[src/rtl/hrrn_pkg.sv]
// Shared types and constants of the HRRN scheduler.
package hrrn_pkg;

  localparam int MAX_JOBS = 64;
  localparam int IdxW     = $clog2(MAX_JOBS);
  localparam int CntW     = $clog2(MAX_JOBS + 1);
  localparam int TimeW    = 24;
  localparam int ArrW     = 16;
  localparam int BurW     = 16;
  localparam int JobIdW   = 7;
  localparam int ProdW    = TimeW + BurW;

  typedef struct packed {
    logic [ArrW-1:0] arrive_at;
    logic [BurW-1:0] run_len;
    logic            last_job;
  } hrrn_in_t;

  typedef struct packed {
    logic [JobIdW-1:0] job_id;
    logic [TimeW-1:0]  launch_at;
    logic [TimeW-1:0]  finish_at;
    logic [TimeW-1:0]  turn_len;
    logic [TimeW-1:0]  wait_len;
    logic              overflow;
    logic              last_result;
  } hrrn_out_t;

  // Commands from the controller to the datapath.
  typedef struct packed {
    logic load;
    logic scan_start;
    logic rd;
    logic eval;
    logic mul2;
    logic cmp;
    logic advance;
    logic jump;
    logic emit;
    logic finish;
  } hrrn_cmd_t;

  // Status from the datapath to the controller.
  typedef struct packed {
    logic last_job;
    logic scan_end;
    logic found;
    logic need_cmp;
    logic out_full;
    logic last_emit;
  } hrrn_stat_t;

endpackage

[src/rtl/hrrn_ctrl.sv]
// Controller state machine of the HRRN scheduler.
module hrrn_ctrl (
  input  logic                clk_i,
  input  logic                rst_ni,
  input  logic                in_valid_i,
  output logic                in_stall_o,
  input  hrrn_pkg::hrrn_stat_t stat_i,
  output hrrn_pkg::hrrn_cmd_t  cmd_o
);
  import hrrn_pkg::*;

  localparam logic [2:0] S_LOAD   = 3'd0;
  localparam logic [2:0] S_ADDR   = 3'd1;
  localparam logic [2:0] S_EVAL   = 3'd2;
  localparam logic [2:0] S_MUL2   = 3'd3;
  localparam logic [2:0] S_CMP    = 3'd4;
  localparam logic [2:0] S_DECIDE = 3'd5;
  localparam logic [2:0] S_EMIT   = 3'd6;

  logic [2:0] state_q, state_d;

  assign in_stall_o = (state_q != S_LOAD);

  always_comb begin
    state_d = state_q;
    cmd_o   = '0;
    unique case (state_q)
      S_LOAD: begin
        if (in_valid_i) begin
          cmd_o.load = 1'b1;
          if (stat_i.last_job) begin
            cmd_o.scan_start = 1'b1;
            state_d          = S_ADDR;
          end
        end
      end
      S_ADDR: begin
        cmd_o.rd = 1'b1;
        state_d  = S_EVAL;
      end
      S_EVAL: begin
        cmd_o.eval = 1'b1;
        if (stat_i.need_cmp) begin
          state_d = S_MUL2;
        end else if (stat_i.scan_end) begin
          state_d = S_DECIDE;
        end else begin
          cmd_o.advance = 1'b1;
          state_d       = S_ADDR;
        end
      end
      S_MUL2: begin
        cmd_o.mul2 = 1'b1;
        state_d    = S_CMP;
      end
      S_CMP: begin
        cmd_o.cmp = 1'b1;
        if (stat_i.scan_end) begin
          state_d = S_DECIDE;
        end else begin
          cmd_o.advance = 1'b1;
          state_d       = S_ADDR;
        end
      end
      S_DECIDE: begin
        if (stat_i.found) begin
          state_d = S_EMIT;
        end else begin
          // nothing has arrived: jump the clock and rescan
          cmd_o.jump       = 1'b1;
          cmd_o.scan_start = 1'b1;
          state_d          = S_ADDR;
        end
      end
      S_EMIT: begin
        if (!stat_i.out_full) begin
          cmd_o.emit = 1'b1;
          if (stat_i.last_emit) begin
            cmd_o.finish = 1'b1;
            state_d      = S_LOAD;
          end else begin
            cmd_o.scan_start = 1'b1;
            state_d          = S_ADDR;
          end
        end
      end
      default: begin
        state_d = S_LOAD;
      end
    endcase
  end

  always_ff @(posedge clk_i or negedge rst_ni) begin
    if (!rst_ni) begin
      state_q <= S_LOAD;
    end else begin
      state_q <= state_d;
    end
  end

endmodule

[src/rtl/hrrn_dp.sv]
// Datapath of the HRRN scheduler: job store, ratio compare, clock and result register.
module hrrn_dp (
  input  logic                 clk_i,
  input  logic                 rst_ni,
  input  hrrn_pkg::hrrn_in_t   in_data_i,
  input  logic                 out_stall_i,
  output logic                 out_valid_o,
  output hrrn_pkg::hrrn_out_t  out_data_o,
  input  hrrn_pkg::hrrn_cmd_t  cmd_i,
  output hrrn_pkg::hrrn_stat_t stat_o
);
  import hrrn_pkg::*;

  logic [ArrW-1:0]  arr_mem [MAX_JOBS];
  logic [BurW-1:0]  bur_mem [MAX_JOBS];

  logic [MAX_JOBS-1:0] done_q;
  logic [CntW-1:0]     cnt_q;
  logic [CntW-1:0]     k_q;
  logic [TimeW-1:0]    clk_q;
  logic                drop_q;
  logic [IdxW-1:0]     idx_q;
  logic                found_q;
  logic [IdxW-1:0]     best_idx_q;
  logic [ArrW-1:0]     best_arr_q;
  logic [BurW-1:0]     best_bur_q;
  logic [ArrW-1:0]     min_q;
  logic [ArrW-1:0]     rd_arr_q;
  logic [BurW-1:0]     rd_bur_q;
  logic [ProdW-1:0]    prod_a_q;
  logic [ProdW-1:0]    prod_b_q;
  logic                out_valid_q;
  hrrn_out_t           out_q;

  logic [BurW-1:0]  in_bur;
  logic             has_room;
  logic             pending;
  logic             eligible;
  logic [TimeW-1:0] mul_a;
  logic [BurW-1:0]  mul_b;
  logic [ProdW-1:0] mul_p;
  logic             better;
  logic [TimeW-1:0] comp_time;
  logic [TimeW-1:0] tat_time;
  logic [CntW-1:0]  job_num;

  assign in_bur   = (in_data_i.run_len == '0) ? BurW'(1) : in_data_i.run_len;
  assign has_room = (cnt_q < CntW'(MAX_JOBS));

  assign pending  = !done_q[idx_q];
  assign eligible = pending && (TimeW'(rd_arr_q) <= clk_q);

  // one shared multiplier: candidate wait first, then best-so-far wait
  assign mul_a = cmd_i.mul2 ? (clk_q - TimeW'(best_arr_q)) : (clk_q - TimeW'(rd_arr_q));
  assign mul_b = cmd_i.mul2 ? rd_bur_q : best_bur_q;
  assign mul_p = ProdW'(mul_a) * ProdW'(mul_b);

  assign better = (prod_a_q > prod_b_q) ||
                  ((prod_a_q == prod_b_q) &&
                   ((rd_bur_q < best_bur_q) ||
                    ((rd_bur_q == best_bur_q) && (rd_arr_q < best_arr_q))));

  assign comp_time = clk_q + TimeW'(best_bur_q);
  assign tat_time  = comp_time - TimeW'(best_arr_q);
  assign job_num   = CntW'(best_idx_q) + CntW'(1);

  assign stat_o.last_job  = in_data_i.last_job;
  assign stat_o.scan_end  = (CntW'(idx_q) == (cnt_q - CntW'(1)));
  assign stat_o.found     = found_q;
  assign stat_o.need_cmp  = eligible && found_q;
  assign stat_o.out_full  = out_valid_q && out_stall_i;
  assign stat_o.last_emit = ((k_q + CntW'(1)) == cnt_q);

  assign out_valid_o = out_valid_q;
  assign out_data_o  = out_q;

  always_ff @(posedge clk_i) begin
    if (cmd_i.load && has_room) begin
      arr_mem[cnt_q[IdxW-1:0]] <= in_data_i.arrive_at;
      bur_mem[cnt_q[IdxW-1:0]] <= in_bur;
    end
    if (cmd_i.rd) begin
      rd_arr_q <= arr_mem[idx_q];
      rd_bur_q <= bur_mem[idx_q];
    end
  end

  // payload registers
  always_ff @(posedge clk_i) begin
    if (cmd_i.eval) begin
      prod_a_q <= mul_p;
      if (eligible && !found_q) begin
        best_idx_q <= idx_q;
        best_arr_q <= rd_arr_q;
        best_bur_q <= rd_bur_q;
      end
    end
    if (cmd_i.mul2) begin
      prod_b_q <= mul_p;
    end
    if (cmd_i.cmp && better) begin
      best_idx_q <= idx_q;
      best_arr_q <= rd_arr_q;
      best_bur_q <= rd_bur_q;
    end
    if (cmd_i.scan_start) begin
      min_q <= '1;
    end else if (cmd_i.eval && pending && (rd_arr_q < min_q)) begin
      min_q <= rd_arr_q;
    end
    if (cmd_i.emit) begin
      out_q.job_id      <= JobIdW'(job_num);
      out_q.launch_at   <= clk_q;
      out_q.finish_at   <= comp_time;
      out_q.turn_len    <= tat_time;
      out_q.wait_len    <= tat_time - TimeW'(best_bur_q);
      out_q.overflow    <= drop_q;
      out_q.last_result <= stat_o.last_emit;
    end
  end

  // control state
  always_ff @(posedge clk_i or negedge rst_ni) begin
    if (!rst_ni) begin
      done_q      <= '0;
      cnt_q       <= '0;
      k_q         <= '0;
      clk_q       <= '0;
      drop_q      <= 1'b0;
      idx_q       <= '0;
      found_q     <= 1'b0;
      out_valid_q <= 1'b0;
    end else begin
      if (cmd_i.load) begin
        if (has_room) begin
          cnt_q <= cnt_q + CntW'(1);
        end else begin
          drop_q <= 1'b1;
        end
      end

      if (cmd_i.scan_start) begin
        idx_q   <= '0;
        found_q <= 1'b0;
      end else begin
        if (cmd_i.advance) begin
          idx_q <= idx_q + IdxW'(1);
        end
        if (cmd_i.eval && eligible) begin
          found_q <= 1'b1;
        end
      end

      if (cmd_i.jump) begin
        clk_q <= TimeW'(min_q);
      end

      if (cmd_i.emit) begin
        done_q[best_idx_q] <= 1'b1;
        clk_q              <= comp_time;
        k_q                <= k_q + CntW'(1);
        out_valid_q        <= 1'b1;
      end else if (!out_stall_i) begin
        out_valid_q <= 1'b0;
      end

      // drop the finished set back to its reset values
      if (cmd_i.finish) begin
        done_q <= '0;
        cnt_q  <= '0;
        k_q    <= '0;
        clk_q  <= '0;
        drop_q <= 1'b0;
      end
    end
  end

endmodule

[src/rtl/hrrn_scheduler_unit.sv]
// Top level of the HRRN scheduler: controller plus datapath.
//
// Input channel (in_valid_i / in_stall_o / in_data_i) takes one job request
// per cycle while the block is loading: arrival time, burst time (0 counts
// as 1) and a last-job flag. Jobs are numbered 1 upward in load order; loads
// beyond MAX_JOBS are dropped and reported through the overflow bit.
// A request with last_job set starts a non-preemptive HRRN schedule over the
// stored set; in_stall_o stays high until the last result is registered.
// Output channel (out_valid_o / out_stall_i / out_data_o) gives one result
// request per job in run order, last_result marking the final one.
// Each decision scans the n stored jobs through the job memory; an entry
// compared against the best so far uses the one shared multiplier twice,
// then the block decides and registers the result. A decision with nothing
// arrived adds one more full scan after the clock jumps.
// A stalled result holds in the output register; the scan waits only when
// a new result is ready and the register is still held. After the last
// result the block accepts the next set at once.
// Reset empties the job set, clears the clock and drops any pending result.
module hrrn_scheduler_unit (
  input  logic                clk_i,
  input  logic                rst_ni,
  input  logic                in_valid_i,
  output logic                in_stall_o,
  input  hrrn_pkg::hrrn_in_t  in_data_i,
  output logic                out_valid_o,
  input  logic                out_stall_i,
  output hrrn_pkg::hrrn_out_t out_data_o
);
  import hrrn_pkg::*;

  hrrn_cmd_t  cmd;
  hrrn_stat_t stat;

  hrrn_ctrl u_ctrl (
    .clk_i      (clk_i),
    .rst_ni     (rst_ni),
    .in_valid_i (in_valid_i),
    .in_stall_o (in_stall_o),
    .stat_i     (stat),
    .cmd_o      (cmd)
  );

  hrrn_dp u_dp (
    .clk_i       (clk_i),
    .rst_ni      (rst_ni),
    .in_data_i   (in_data_i),
    .out_stall_i (out_stall_i),
    .out_valid_o (out_valid_o),
    .out_data_o  (out_data_o),
    .cmd_i       (cmd),
    .stat_o      (stat)
  );

endmodule

[config.mk]
export PLATFORM = sky130hd
export DESIGN_NAME = hrrn_scheduler_unit
export DESIGN_NICKNAME = d
export VERILOG_FILES = /design/src/rtl/hrrn_pkg.sv /design/src/rtl/hrrn_ctrl.sv /design/src/rtl/hrrn_dp.sv /design/src/rtl/hrrn_scheduler_unit.sv
export SDC_FILE = /design/constraint.sdc
export NUM_CORES = 2
export LEC_CHECK = 0
export BUFFER_PORTS_ARGS = -buffer_cell sky130_fd_sc_hd__buf_2
export CAP_MARGIN = 30
export CORE_MARGIN = 4
export CORE_UTILIZATION = 54
export CTS_BUF_LIST = sky130_fd_sc_hd__clkbuf_8
export CTS_CLUSTER_SIZE = 40
export DETAILED_ROUTE_END_ITERATION = 6
export GPL_TIMING_DRIVEN = 0
export HOLD_SLACK_MARGIN = 0.08
export PLACE_DENSITY = 0.7
export SLEW_MARGIN = 20
export SYNTH_ARGS = -nofsm -noshare
export SYNTH_HDL_FRONTEND = slang
export SYNTH_HIERARCHICAL = 1
export SYNTH_SLANG_ARGS = --single-unit
[constraint.sdc]
create_clock -name clk_i -period 20.8 [get_ports clk_i]
set_clock_uncertainty 0.05 [all_clocks]
set_input_delay 1.04 -clock clk_i [delete_from_list [all_inputs] [get_ports clk_i]]
set_output_delay 1.04 -clock clk_i [all_outputs]
set_load 0.01 [all_outputs]
After elaboration in Yosys (flattened, before gate mapping)
Memories as Yosys holds them, arrays and structs flattened. A register that Yosys moved wholly into a read port is not among the register bits.
Cells that the tools add are included.
W data, S select, Z words.
{ "word_totals": {"regBits": 353, "ramBits": 2048, "input_bits": 37, "out_inout_bits": 107, "n_memories": 2} }
{ "op_classes": {"add_sub_neg": 10, "mul": 1, "magnitude_cmp": 9, "eq_ne": 15, "muxes": 63, "bitwise": 1, "n_reduce_logical": 31} }
{ "memory_table": {"columns": ["memory", "words", "word_bits", "read_ports", "rd_clocked_by_memory_dff", "write_ports", "line", "source"], "rows": [
  ["u_dp.arr_mem", 64, 16, 1, 1, 1, "hrrn_dp.sv:14", "logic [ArrW-1:0] arr_mem [MAX_JOBS];"],
  ["u_dp.bur_mem", 64, 16, 1, 1, 1, "hrrn_dp.sv:15", "logic [BurW-1:0] bur_mem [MAX_JOBS];"]
]} }
{ "ops": {"columns": ["op", "n"], "rows": [
  ["$mux W16", 8],
  ["$mux W64", 2],
  ["$mux W24", 4],
  ["$sub A24 B16 Y24", 4],
  ["$or A64 B64 Y64", 1],
  ["$lt A16 B16 Y1", 3],
  ["$eq A40 B40 Y1", 1],
  ["$gt A40 B40 Y1", 1],
  ["$mul A24 B16 Y40", 1],
  ["$mux W7", 5],
  ["$mux W6", 5],
  ["$mux W1", 25],
  ["$add A24 B16 Y24", 1],
  ["$le A16 B24 Y1", 1],
  ["$pmux W3 S7", 1],
  ["$mux W3", 6],
  ["$eq A16 B16 Y1", 1],
  ["$logic_not A16 Y1", 1],
  ["$add A7 B1 Y7 const B", 2],
  ["$lt A6 B7 Y1 const B", 2],
  ["$reduce_bool A2 Y1", 7],
  ["$logic_and A1 B1 Y1", 12],
  ["$eq A3 B3 Y1 const B", 3],
  ["$ne A2 B2 Y1 const B", 4],
  ["other kinds (21)", 29]
]} }

Logic depth before layout (Yosys ltp)
{ "depth": {"ltp_word": 9, "ltp_mapped": 39} }

Cells and area by module
The synthesis kept the hierarchy.
{ "modules_own_cells": {"columns": ["mod", "instances", "cells_per_inst", "area_each_um2"], "rows": [
  ["hrrn_dp", 1, 6193, 110116.9],
  ["hrrn_ctrl", 1, 38, 307.8]
]} }

Worst setup path before layout
No wires, ideal clock.
{ "synth_timing": {"path_kind": "input to register", "from": "input port out_stall_i", "to": "register u_dp.done_q[50]", "setup_time_ps": 73, "arrival_time_ps": 10665, "required_ps": 20677, "slack_ps": 10012, "stages": 6, "cell_sequence": "and2_1 nor3_1 nand2_1 nor3_1 a21oi_1 nor2_1"} }
{ "synth_lines": {"columns": ["element", "line", "source"], "rows": [
  ["start, declared", "hrrn_scheduler_unit.sv:26", "input logic out_stall_i,"],
  ["end signal, assigned", "hrrn_dp.sv:125", "done_q <= '0;"],
  ["end signal, assigned by index", "hrrn_dp.sv:159", "done_q[best_idx_q] <= 1'b1;"],
  ["end signal, assigned", "hrrn_dp.sv:169", "done_q <= '0;"],
  ["end, declared", "hrrn_dp.sv:17", "logic [MAX_JOBS-1:0] done_q;"]
]} }

Final worst setup path
{ "layout_timing": {"from": "register u_dp.clk_q[0]", "to": "register u_dp.prod_b_q[39], data pin"} }
{ "layout_via": {"elab_chain_len": 3} }
{ "layout_rtl": {"columns": ["element", "line", "source"], "rows": [
  ["start, declared", "hrrn_dp.sv:20", "logic [TimeW-1:0] clk_q;"],
  ["start signal, assigned", "hrrn_dp.sv:155", "clk_q <= TimeW'(min_q);"],
  ["start signal, assigned", "hrrn_dp.sv:160", "clk_q <= comp_time;"],
  ["$sub A24 B16 Y24", "hrrn_dp.sv:54", "assign mul_a = cmd_i.mul2 ? (clk_q - TimeW'(best_arr_q)) : (clk_q - TimeW'(rd_arr_q));"],
  ["$mux W24 *", "hrrn_dp.sv:54", null],
  ["$mul A24 B16 Y40 *", "hrrn_dp.sv:56", "assign mul_p = ProdW'(mul_a) * ProdW'(mul_b);"],
  ["via u_dp.mul_p[39]", "hrrn_dp.sv:41", "logic [ProdW-1:0] mul_p;"],
  ["end signal, assigned", "hrrn_dp.sv:99", "prod_b_q <= mul_p;"],
  ["end, declared", "hrrn_dp.sv:31", "logic [ProdW-1:0] prod_b_q;"]
]} }
Mark *: on every way through the listed nets, which the timed path passes. The rest lies on a longest branch.
A chain may end at the register's enable or synchronous reset.

==> results.cfg <==
[status]
status = finished, final reports clean

[layout]
syn_to_final_growth_pct = 14.0
drive_gt1_frac = 0.235
final_nets = 7610

[timing]
period_minus_slack_ns = 10.62
rsz0062_at_grt = false
worst_slew_pin_slew_ns = 1.07
setup_viol = 0
slew-limit-headroom = 0.289
tns_ns = 0
fmaxAchievable_mhz = 94.1
period_share = 0.511
slew_viol_final = 0
hold_viol = 0

[floorplanning]
die_w_um = 460
core_area_um2 = 203000
io_pins = 144
dieArea_um2 = 212000
die_height_um = 460
initial_core_util = 0.545
num_rows = 165

[drt]
num_vias = 62180
drtPass1Iterations = 6
drtIter0Drc = 8279
ant_nets = 0
wl_per_cell_um = 30.1
finalWirelength_mm = 300
drc_errors = 0
drt-vias-per-instance = 6.24

[power_and_ir_drop]
power_density_nw_per_um2 = 72.9
finalPower_uw = 9180
ir_drop_mv = 0.0660
p_leak_uw = 0.0443

[clocking]
root_buffer = clkbuf_8
insertion_delay_ns = 1.08
cts_max_path_buffers = 4
postCtsResizedCells = 0
clk_pin_slew_ns = 0.06
h-tree-depth = 5
post_cts_buffers = 0
cts_tree = yes
cts_made_buffers = 394
clock_sinks = 2433

[grt]
grt_max_degree = 74
grt_pass1_wl_mm = 433
grtUsageTotal = 0.287
antenna_found_initial = 31
grt-ovfl-total = 0
grt_pass1_vias = 61422

[logic_synthesis]
ys_top_cells_by_area = edfxtp_1, mux4_2, fa_1, ha_1, dfrtp_1
synth_top_area_frac = 0.626
synth_ff_type = edfxtp_1
yosysMostFrequentCell = edfxtp_1
async_reset_ff_frac = 0.0469
synth_warnings = 6
syn_area_um2 = 110000
syn_area_per_cell_um2 = 17.7
synth-seq-cells = 2433
synth_enable_flop_cells = 2303
yosysTopAreaCell = edfxtp_1
seq_area_frac_synth = 0.655
synth_nets = 6861
synth_cell_types = 90
synth_common_cells = edfxtp_1, mux4_2, nor2_1, inv_1, fa_1
netlist_instances = 6231

[worst_setup_path]
critPathKind = reg2reg
crit_path_start = u_dp/clk_q[0]$_DFFE_PN0P_
startpoint_type = flop
max_stage_delay_ns = 0.62
path_max_fanout = 10
critPathSlowestCell = clkbuf_1
cp.required_ns = 21.50
critPathCaptureType = flop
crit_arrival_ns = 11.32
worstReg2RegStart = u_dp/clk_q[0]$_DFFE_PN0P_
path_common_cell = fa_1

[placed_design]
port_buffers = 142
place_congestion = 0.923
hpwl_mm = 214

[hold_path]
worstHoldStart = in_valid_i
hold_path_class = in2reg

[run]
drv_cap = 0
-- sequential cells by signal (all words and copies together) (netlist names) --
signal / cells
u_ctrl/state_q: 3
u_dp/arr_mem: 1024
u_dp/best_arr_q: 16
u_dp/best_bur_q: 16
u_dp/best_idx_q: 6
u_dp/bur_mem: 1024
u_dp/clk_q: 24
u_dp/cnt_q: 7
u_dp/done_q: 64
u_dp/drop_q: 1
u_dp/found_q: 1
u_dp/idx_q: 6
u_dp/k_q: 7
u_dp/min_q: 16
u_dp/out_data_o: 105
u_dp/out_valid_o: 1
u_dp/prod_a_q: 40
u_dp/prod_b_q: 40
u_dp/rd_arr_q: 16
u_dp/rd_bur_q: 16
-- area by class of cell --
| class | instances | area [um2] |
|---|---|---|
| well taps | 2672 | 3340 |
| clock inverters | 271 | 1300 |
| diodes | 26 | 65.1 |
| multi-input cells | 3072 | 35900 |
| flip-flops and latches | 2433 | 72300 |
| clock buffers | 413 | 5680 |
| fillers | 14111 | 76900 |
| plain buffers | 276 | 1160 |
| inverters | 450 | 1690 |
| repair buffers | 353 | 4400 |
-- critical path, delay by kind of cell (launching register included) --
| family | cells | cell delay, ns |
|---|---|---|
| fa+ha+maj | 9 | 4.08 |
| xor+xnor | 2 | 0.28 |
| simple gates | 5 | 0.69 |
| compound gates | 14 | 3.21 |
| mux | 1 | 0.49 |
| buf+inv | 5 | 0.99 |
| flops | 1 | 0.52 |
-- repair_timing --
action	4_1_cts	5_1_grt
endpoints found under the hold margin	41	0
hold buffers	1	0
endpoints found under the setup margin	0	0
-- power breakdown --
group / switching (uW) / internal [uW]
clock network: 1840 / 1900
logic: 79.2 / 11.3
registers: 0.00119 / 5350
total: 1920 / 7260
-- metrics by stage --
stage	hold slack [ns]	util	setup slack (ns)	instance area (um2)	std cells
2_1_floorplan	0.370	-	10.01	110000	6231
3_3_place_gp	0.374	0.565	5.78	114000	9045
3_5_place_dp	0.378	0.584	10.36	118000	9224
4_1_cts	0.118	0.619	10.19	125000	9909
5_1_grt	0.171	0.621	9.50	126000	9946
6_report	0.243	0.621	10.18	126000	9966
-- kinds of logic (layout without fill, tap and decap cells) --
family / after synthesis / in the layout / share of synthesized area
AOI/OAI and AO/OA: 498 / 498 / 0.0290
xor gates and xnor gates: 163 / 163 / 0.0132
adders and majority gates: 593 / 593 / 0.0883
buffers and inverters: 726 / 1763 / 0.0252
DFF: 2433 / 2433 / 0.655
muxes: 749 / 749 / 0.147
other: 0 / 26 / 0
and+or+nand+nor: 1069 / 1069 / 0.0426
-- routing by layer --
metal  global-route usage  wire length, um  vias to the layer above
li1                     -                -                    25533
met1                0.411           115000                    32275
met2                0.428           136000                     3756
met3               0.0778            36600                      606
met4                0.108            12400                       10
met5                    0               72                        -
-- cell usage in the layout (no fill, tap or decap), types with 57 or more instances in the layout --
master / count
a21o_1: 71
a21oi_1: 194
buf_12: 58
buf_2: 145
buf_6: 57
clkbuf_1: 172
clkbuf_8: 413
clkinv_1: 90
dfrtp_1: 114
edfxtp_1: 2303
fa_1: 311
ha_1: 282
inv_1: 562
mux4_2: 693
nand2_1: 308
nor2_1: 415
nor2_4: 65
o21ai_0: 76
xnor2_1: 94
xor2_1: 62
-- final timing paths --
path	end	slack, ns	depth (start not counted)
worst max-delay path	u_dp/prod_b_q[39]$_DFFE_PP_	10.18	36
worst min-delay path	u_ctrl/state_q[0]$_DFFE_PN0P_	0.24	3
worst max register to register	u_dp/prod_b_q[39]$_DFFE_PP_	10.18	36
min in group asynchronous	u_dp/done_q[50]$_DFFE_PN0P_	0.40	2
worst min register to register	u_dp/out_data_o[94]$_DFFE_PP_	0.39	0
max in group asynchronous	u_dp/k_q[6]$_DFFE_PN0P_	19.57	3
Note: power is estimated with default switching activity, not from simulation.
